**config.mk**
```make
export PLATFORM = sky130hd
export DESIGN_NAME = signed_integer_to_radix_text
export DESIGN_NICKNAME = d
export VERILOG_FILES = /design/src/hdl/sirt_pkg.sv /design/src/hdl/signed_integer_to_radix_text.sv
export SDC_FILE = /design/constraint.sdc
export NUM_CORES = 2
export LEC_CHECK = 0
export ABC_AREA = 1
export BUFFER_PORTS_ARGS = -buffer_cell sky130_fd_sc_hd__buf_2
export CORE_MARGIN = 5
export CORE_UTILIZATION = 60
export DETAILED_ROUTE_END_ITERATION = 6
export GPL_ROUTABILITY_DRIVEN = 0
export PLACE_DENSITY = 0.77
export SLEW_MARGIN = 10
export SYNTH_ARGS = -nofsm -noshare
export SYNTH_HDL_FRONTEND = slang
export SYNTH_SLANG_ARGS = --single-unit
```
**constraint.sdc**
```tcl
create_clock -name clk_i -period 5.41 [get_ports clk_i]
set_input_delay 1.082 -clock clk_i [delete_from_list [all_inputs] [get_ports clk_i]]
set_output_delay 1.082 -clock clk_i [all_outputs]
set_load 0.02 [all_outputs]
```
**src/hdl/sirt_pkg.sv**
```systemverilog
// Shared types, constants and helpers for the signed integer to radix text converter.
`timescale 1ns / 1ps

package sirt_pkg;

  // Input value and character widths.
  localparam int unsigned DATA_W = 32;
  localparam int unsigned CHAR_W = 8;

  // Alphabet register file: eight 64-bit words of packed byte slots.
  localparam int unsigned WORD_COUNT = 8;
  localparam int unsigned WORD_W = 64;
  localparam int unsigned CFG_IDX_W = 4;
  localparam int unsigned ALPHABET_SLOTS_DEF = 64;

  // Reset alphabet spells "0123456789", which gives radix ten.
  localparam logic [WORD_W-1:0] WORD0_RESET = 64'd3978425819141910832;
  localparam logic [WORD_W-1:0] WORD1_RESET = 64'd14648;

  // Digit stack: a 32-bit magnitude has at most 32 digits (radix two).
  localparam int unsigned MAX_DIGITS = 32;
  localparam int unsigned DIG_IDX_W = 5;
  localparam int unsigned DIG_CNT_W = 6;
  localparam int unsigned BIT_CNT_W = 5;

  // Character codes.
  localparam logic [CHAR_W-1:0] CHAR_MINUS = 8'h2D;
  localparam logic [CHAR_W-1:0] CHAR_NUL = 8'h00;
  localparam logic [CHAR_W-1:0] CHAR_UP_A = 8'h41;
  localparam logic [CHAR_W-1:0] CHAR_UP_Z = 8'h5A;
  localparam logic [CHAR_W-1:0] CHAR_LO_A = 8'h61;
  localparam logic [CHAR_W-1:0] CHAR_LO_Z = 8'h7A;
  localparam logic [CHAR_W-1:0] CHAR_ZERO = 8'h30;
  localparam logic [CHAR_W-1:0] CHAR_NINE = 8'h39;

  // Sequencer states.
  typedef enum logic [2:0] {
    ST_SCAN,
    ST_DUP,
    ST_IDLE,
    ST_DIV,
    ST_SIGN,
    ST_OUT
  } conv_state_e;

  // True for A-Z, a-z and 0-9.
  function automatic logic is_alnum(input logic [CHAR_W-1:0] c);
    return ((c >= CHAR_UP_A) && (c <= CHAR_UP_Z)) ||
           ((c >= CHAR_LO_A) && (c <= CHAR_LO_Z)) ||
           ((c >= CHAR_ZERO) && (c <= CHAR_NINE));
  endfunction

endpackage

```
**src/hdl/signed_integer_to_radix_text.sv**
```systemverilog
// Top level: converts a signed 32-bit value to text in a configurable digit alphabet.
`timescale 1ns / 1ps

// A value is accepted when start_i is high while busy_o is low. Its characters
// leave on text_char_o, one per cycle while result_valid_o is high, with
// last_char_o marking the final one; the receiver cannot stall them. Digits
// come from one shared restoring divider that retires one quotient bit per
// cycle. All digits of an item are divided out first; then the minus sign, if
// any, and the digits are sent, most significant first. busy_o stays high
// until the item is done, and its last character is on text_char_o in the
// first cycle with busy_o low. An item arriving while the alphabet is invalid
// is taken and gives no characters. After reset and after every write to an
// alphabet word the block checks the alphabet (length scan, character class,
// then a pairwise duplicate check, one compare a cycle) and holds busy_o high
// meanwhile. Writes to the alphabet are always taken and belong in idle time.
module signed_integer_to_radix_text #(
  parameter int unsigned ALPHABET_SLOTS = sirt_pkg::ALPHABET_SLOTS_DEF
) (
  input  logic                                 clk_i,
  input  logic                                 rst_ni,
  input  logic                                 start_i,
  output logic                                 busy_o,
  input  logic signed [sirt_pkg::DATA_W-1:0]   number_i,
  output logic                                 result_valid_o,
  output logic        [sirt_pkg::CHAR_W-1:0]   text_char_o,
  output logic                                 last_char_o,
  input  logic                                 cfg_valid_i,
  output logic                                 cfg_ready_o,
  input  logic        [sirt_pkg::CFG_IDX_W-1:0] cfg_index_i,
  input  logic        [sirt_pkg::WORD_W-1:0]   cfg_data_i
);

  localparam int unsigned SlotW = (ALPHABET_SLOTS > 2) ? $clog2(ALPHABET_SLOTS) : 1;
  localparam int unsigned LenW = $clog2(ALPHABET_SLOTS + 1);
  localparam int unsigned DataW = sirt_pkg::DATA_W;
  localparam int unsigned CharW = sirt_pkg::CHAR_W;

  sirt_pkg::conv_state_e state_q, state_d;

  logic [sirt_pkg::WORD_W-1:0] alpha_q [sirt_pkg::WORD_COUNT];
  logic [sirt_pkg::WORD_COUNT*sirt_pkg::WORD_W-1:0] alpha_flat;
  logic cfg_we;

  logic [LenW-1:0] pos_i_q, pos_i_d;
  logic [SlotW-1:0] pos_j_q, pos_j_d;
  logic [LenW-1:0] radix_q, radix_d;
  logic alpha_ok_q, alpha_ok_d;

  logic [sirt_pkg::BIT_CNT_W-1:0] bit_cnt_q, bit_cnt_d;
  logic [SlotW-1:0] rem_q, rem_d;
  logic [DataW-1:0] quo_q, quo_d;
  logic neg_q, neg_d;
  logic [sirt_pkg::DIG_CNT_W-1:0] nd_q, nd_d;

  logic result_valid_q, result_valid_d;
  logic [CharW-1:0] text_char_q, text_char_d;
  logic last_char_q, last_char_d;

  logic [SlotW-1:0] digit_mem [sirt_pkg::MAX_DIGITS];
  logic dig_we;
  logic [sirt_pkg::DIG_IDX_W-1:0] dig_rd_idx;
  logic [SlotW-1:0] dig_rd;

  logic [SlotW-1:0] addr_a;
  logic [CharW-1:0] char_a, char_b;

  logic [DataW-1:0] raw;
  logic [DataW-1:0] mag_in;
  logic [SlotW:0] trial, trial_diff, radix_ext;
  logic trial_ge;
  logic [SlotW-1:0] rem_new;
  logic [DataW-1:0] quo_new;
  logic [sirt_pkg::DIG_CNT_W-1:0] nd_m1;

  // Configuration writes land directly; out-of-range indexes are dropped.
  assign cfg_ready_o = 1'b1;
  assign cfg_we = cfg_valid_i && cfg_ready_o &&
                  (cfg_index_i < sirt_pkg::CFG_IDX_W'(sirt_pkg::WORD_COUNT));

  always_ff @(posedge clk_i or negedge rst_ni) begin
    if (!rst_ni) begin
      for (int k = 0; k < sirt_pkg::WORD_COUNT; k++) begin
        if (k == 0) begin
          alpha_q[k] <= sirt_pkg::WORD0_RESET;
        end else if (k == 1) begin
          alpha_q[k] <= sirt_pkg::WORD1_RESET;
        end else begin
          alpha_q[k] <= '0;
        end
      end
    end else if (cfg_we) begin
      alpha_q[cfg_index_i[$clog2(sirt_pkg::WORD_COUNT)-1:0]] <= cfg_data_i;
    end
  end

  // Slot s of the alphabet is byte s of the words laid end to end.
  always_comb begin
    for (int k = 0; k < sirt_pkg::WORD_COUNT; k++) begin
      alpha_flat[k*sirt_pkg::WORD_W +: sirt_pkg::WORD_W] = alpha_q[k];
    end
  end

  assign char_a = alpha_flat[{addr_a, 3'b000} +: CharW];
  assign char_b = alpha_flat[{pos_j_q, 3'b000} +: CharW];

  // Digit stack: digits are pushed least significant first and popped in reverse.
  assign nd_m1 = nd_q - sirt_pkg::DIG_CNT_W'(1);
  assign dig_rd_idx = nd_m1[sirt_pkg::DIG_IDX_W-1:0];
  assign dig_rd = digit_mem[dig_rd_idx];

  always_ff @(posedge clk_i) begin
    if (dig_we) begin
      digit_mem[nd_q[sirt_pkg::DIG_IDX_W-1:0]] <= rem_new;
    end
  end

  // Magnitude of the input; the most negative value wraps to 2^31 as unsigned.
  assign raw = number_i;
  assign mag_in = raw[DataW-1] ? (~raw + DataW'(1)) : raw;

  // Shared divider step: one restoring quotient bit per cycle.
  assign trial = {rem_q, quo_q[DataW-1]};
  assign radix_ext = (SlotW + 1)'(radix_q);
  assign trial_ge = (trial >= radix_ext);
  assign trial_diff = trial - radix_ext;
  assign rem_new = trial_ge ? trial_diff[SlotW-1:0] : trial[SlotW-1:0];
  assign quo_new = {quo_q[DataW-2:0], trial_ge};

  // Sequencer: alphabet check, division per digit, then character output.
  always_comb begin
    state_d = state_q;
    pos_i_d = pos_i_q;
    pos_j_d = pos_j_q;
    radix_d = radix_q;
    alpha_ok_d = alpha_ok_q;
    bit_cnt_d = bit_cnt_q;
    rem_d = rem_q;
    quo_d = quo_q;
    neg_d = neg_q;
    nd_d = nd_q;
    result_valid_d = 1'b0;
    text_char_d = text_char_q;
    last_char_d = last_char_q;
    dig_we = 1'b0;
    addr_a = pos_i_q[SlotW-1:0];

    case (state_q)
      sirt_pkg::ST_SCAN: begin
        if ((pos_i_q == LenW'(ALPHABET_SLOTS)) || (char_a == sirt_pkg::CHAR_NUL)) begin
          radix_d = pos_i_q;
          if (pos_i_q <= LenW'(1)) begin
            alpha_ok_d = 1'b0;
            state_d = sirt_pkg::ST_IDLE;
          end else begin
            pos_i_d = LenW'(1);
            pos_j_d = '0;
            state_d = sirt_pkg::ST_DUP;
          end
        end else if (!sirt_pkg::is_alnum(char_a)) begin
          alpha_ok_d = 1'b0;
          state_d = sirt_pkg::ST_IDLE;
        end else begin
          pos_i_d = pos_i_q + LenW'(1);
        end
      end

      sirt_pkg::ST_DUP: begin
        if (char_a == char_b) begin
          alpha_ok_d = 1'b0;
          state_d = sirt_pkg::ST_IDLE;
        end else if ((LenW'(pos_j_q) + LenW'(1)) == pos_i_q) begin
          if ((pos_i_q + LenW'(1)) == radix_q) begin
            alpha_ok_d = 1'b1;
            state_d = sirt_pkg::ST_IDLE;
          end else begin
            pos_i_d = pos_i_q + LenW'(1);
            pos_j_d = '0;
          end
        end else begin
          pos_j_d = pos_j_q + SlotW'(1);
        end
      end

      sirt_pkg::ST_IDLE: begin
        if (start_i && alpha_ok_q) begin
          neg_d = raw[DataW-1];
          quo_d = mag_in;
          rem_d = '0;
          bit_cnt_d = '0;
          nd_d = '0;
          state_d = sirt_pkg::ST_DIV;
        end
      end

      sirt_pkg::ST_DIV: begin
        quo_d = quo_new;
        rem_d = rem_new;
        bit_cnt_d = bit_cnt_q + sirt_pkg::BIT_CNT_W'(1);
        if (bit_cnt_q == sirt_pkg::BIT_CNT_W'(DataW - 1)) begin
          // Remainder is the next digit; the quotient feeds the next division.
          dig_we = 1'b1;
          nd_d = nd_q + sirt_pkg::DIG_CNT_W'(1);
          rem_d = '0;
          if (quo_new == '0) begin
            state_d = neg_q ? sirt_pkg::ST_SIGN : sirt_pkg::ST_OUT;
          end
        end
      end

      sirt_pkg::ST_SIGN: begin
        result_valid_d = 1'b1;
        text_char_d = sirt_pkg::CHAR_MINUS;
        last_char_d = 1'b0;
        state_d = sirt_pkg::ST_OUT;
      end

      sirt_pkg::ST_OUT: begin
        addr_a = dig_rd;
        result_valid_d = 1'b1;
        text_char_d = char_a;
        last_char_d = (nd_q == sirt_pkg::DIG_CNT_W'(1));
        nd_d = nd_m1;
        if (nd_q == sirt_pkg::DIG_CNT_W'(1)) begin
          state_d = sirt_pkg::ST_IDLE;
        end
      end

      default: begin
        state_d = sirt_pkg::ST_IDLE;
      end
    endcase

    // A new alphabet word restarts the check.
    if (cfg_we) begin
      pos_i_d = '0;
      state_d = sirt_pkg::ST_SCAN;
    end
  end

  // Control state.
  always_ff @(posedge clk_i or negedge rst_ni) begin
    if (!rst_ni) begin
      state_q <= sirt_pkg::ST_SCAN;
      pos_i_q <= '0;
      alpha_ok_q <= 1'b0;
      result_valid_q <= 1'b0;
      bit_cnt_q <= '0;
      nd_q <= '0;
    end else begin
      state_q <= state_d;
      pos_i_q <= pos_i_d;
      alpha_ok_q <= alpha_ok_d;
      result_valid_q <= result_valid_d;
      bit_cnt_q <= bit_cnt_d;
      nd_q <= nd_d;
    end
  end

  // Datapath registers.
  always_ff @(posedge clk_i) begin
    pos_j_q <= pos_j_d;
    radix_q <= radix_d;
    rem_q <= rem_d;
    quo_q <= quo_d;
    neg_q <= neg_d;
    text_char_q <= text_char_d;
    last_char_q <= last_char_d;
  end

  assign busy_o = (state_q != sirt_pkg::ST_IDLE);
  assign result_valid_o = result_valid_q;
  assign text_char_o = text_char_q;
  assign last_char_o = last_char_q;

endmodule
```
==> results.json <==
{
  "synthTopCellsByArea": "dfrtp_1 29%, edfxtp_1 18%, nand2_1 11%",
  "cts_tree": "done",
  "yosysSeqAreaShare": 0.492,
  "gr-total-overflow": 0,
  "vdd_ir_drop_max_mv": 0.410,
  "power_leakage_nw": 20.2,
  "grt_pass1_vias": 37800,
  "outcome": "finished with violations",
  "cp-startpoint": "nd_q[0]",
  "rows": 97,
  "syn_area_sq_mm": 0.0427,
  "cp_max_fo": 43,
  "syn_to_final_growth_pct": 9.39,
  "synth_cell_type_count": 66,
  "cp.required_ns": 5.71,
  "fmax_mhz": 195,
  "syn-num-nets": 5470,
  "tightestPinTransition_ns": 1.22,
  "cts_sinks": 788,
  "io_pins": 116,
  "detail-route-antenna-nets": 0,
  "hold_ws_ns": 0.453,
  "max_stage_delay_ns": 0.44,
  "crit_type": "flip-flop to flip-flop",
  "htreeDepth": 3,
  "post_cts_buffers": 0,
  "grt_max_degree": 146,
  "grt_use_total": 0.357,
  "cts_hold_buf": 0,
  "rr_worst_depth": 25,
  "syn_inst": 5347,
  "finClkSkew_ns": 0.0157,
  "core-area_sq_mm": 0.0703,
  "hp-class": "input port to asynchronous set/reset pin",
  "slew_violations": 0,
  "fin_crit_sh": 0.946,
  "cts_buffer_depth": 3,
  "post_cts_resized": 0,
  "yosysWarnings": 0,
  "synth-edff-count": 253,
  "drc": 5,
  "critPathBufInv": 5,
  "avgSynthCellArea_sq_um": 7.99,
  "ys_seq_elements": 788,
  "dieWidth_microns": 277,
  "worst_path_max_delay_cell": "dfrtp_2",
  "cts_buffers": 84,
  "cts.clk_slew.worst_paths_ns": 0.06,
  "place_area_sq_mm": 0.0438,
  "yosysTopAreaCell": "dfrtp_1",
  "worst_slew_margin_rel": 0.184,
  "clk_latency_ns": 0.66,
  "regToRegSetupSlack_ns": 0.29,
  "synth_top_area_share": 0.293,
  "dpl.hpwl_mm": 89.8,
  "violations": "design-rule violations",
  "fill_cells": 5774,
  "post-synth-top-count-cell": "nand2_1",
  "drv_cap": 0,
  "setup_viol": 0,
  "final_util": 0.665,
  "port_buffers": 114,
  "first_pass_iters": 7,
  "cp.arrival_ns": 5.41,
  "setup_tns_ns": 0,
  "netlist_top_cells_count": "1294 x nand2_1, 780 x o21ai_0, 663 x nand3_1",
  "num_vias": 40100,
  "die-area_sq_mm": 0.0766,
  "nNetsFinal": 5357,
  "routed_wl_mm": 142,
  "vias_per_cell": 6.42,
  "rsz0062_at_grt": "no",
  "hold_viol_final": 0,
  "startpoint_type": "flip-flop",
  "min_period_ns": 5.12,
  "cp-end-kind": "flip-flop",
  "worstReg2RegEnd": "pos_j_q[2]",
  "wl_per_cell_microns": 22.7,
  "grt_pass1_wl_mm": 219,
  "cts-root-buf": "clkbuf_16",
  "crit_family": "simple AND/OR/NAND/NOR gates",
  "ys.flop_type": "dfrtp_1",
  "synthArstFlopShare": 0.679,
  "drt_iter0_markers": 5724,
  "die_y_microns": 277,
  "start_util": 0.608,
  "rr_startpoint": "nd_q[0]",
  "antenna_found_initial": 3,
  "drive_above_1_share": 0.0899,
  "design_area_sq_mm": 0.0467,
  "pwr_density_cell_mw_per_mm2": 538
}
==> per-layer routing <==
| metal | vias to the layer above | wire, microns | GRT usage |
|---|---|---|---|
| li1 | 18000 | - | - |
| met1 | 18700 | 53400 | 0.480 |
| met2 | 2723 | 62500 | 0.543 |
| met3 | 630 | 15600 | 0.0696 |
| met4 | 0 | 10300 | 0.215 |
| met5 | - | 0 | 0 |
==> registers in the layout, indices dropped and copies added, names as in the netlist, 3 cells and up <==
register and flops:
rem_q 6, alpha_flat 512, digit_mem 192, state_q 3
quo_q 32, pos_j_q 6, nd_q 6, radix_ext 7
text_char_o 8, pos_i_q 7, bit_cnt_q 5
==> worst max path at each step <==
stage                     depth (start not counted)  slack (ns)         end
final                                            25        0.29  pos_j_q[2]
after global routing                             25        0.11  pos_j_q[2]
after global placement                           22        0.48  pos_j_q[0]
after floorplan                                  28        0.96  pos_j_q[0]
after CTS                                        23        0.45  pos_j_q[2]
after detailed placement                         22        0.46  pos_j_q[2]
==> cells in the final DEF, fill, tap and decap left out, types with 35 or more instances in the layout <==
cell / netlist / routed
a21oi_1: 311 / 305
buf_2: 84 / 113
buf_4: 30 / 68
clkbuf_16: 0 / 84
dfrtp_1: 500 / 499
dfstp_2: 35 / 35
edfxtp_1: 253 / 253
inv_1: 407 / 405
nand2_1: 1294 / 1288
nand3_1: 663 / 660
nand4_1: 166 / 166
nor2_1: 157 / 155
o211ai_1: 78 / 78
o21ai_0: 780 / 780
==> cell families after synthesis <==
group	share of synthesized area
simple gates	0.246
buf+inv	0.0841
flops	0.492
compound gates	0.163
mux	0.000469
fa+ha+maj	0.00574
other cells	0.0000878
xor+xnor	0.00902
==> metrics by stage <==
step | total power, mW | worst slack, ns | std cells
after floorplan | 15.4 | 0.964 | 5347
after global placement | 18.5 | 0.477 | 6087
after detailed placement | 18.7 | 0.457 | 6087
after CTS | 24.8 | 0.450 | 6245
after global routing | 26.4 | 0.106 | 6247
final | 25.2 | 0.293 | 6248
==> worst register-to-register path, cell delays in order (launching register included) <==
cell	delay, ns
dfrtp_2	0.44
inv_6	0.13
ha_1	0.33
buf_4	0.40
buf_4	0.28
a21oi_1	0.07
a22oi_1	0.21
nand2_1	0.08
nand3_1	0.08
nand2_1	0.05
nand2_1	0.12
nand3_2	0.12
inv_2	0.31
buf_12	0.33
nand3_1	0.14
nand3_1	0.08
nand3_1	0.11
nand3_1	0.13
nand2_2	0.14
nand2_1	0.09
nand2_1	0.22
nand2_1	0.19
nor2_2	0.08
nand3_1	0.08
nand4_1	0.13
nor2_1	0.41
==> cell type report <==
cell class / instances / area, sq um / share of cell area
flip-flops and latches: 788 / 21000 / 0.450
clock buffers: 121 / 2370 / 0.0507
well taps: 940 / 1180 / 0.0252
repair buffers: 215 / 1740 / 0.0373
inverters: 425 / 1620 / 0.0347
diodes: 2 / 5.00 / 0.000107
clock inverters: 37 / 510 / 0.0109
multi-input cells: 3720 / 18300 / 0.391
==> where the power goes <==
| group | internal [mW] | switching, mW |
|---|---|---|
| logic | 3.30 | 7.57 |
| clock network | 3.55 | 2.50 |
| registers | 7.49 | 0.757 |
Note: power is estimated with default switching activity, not from simulation.
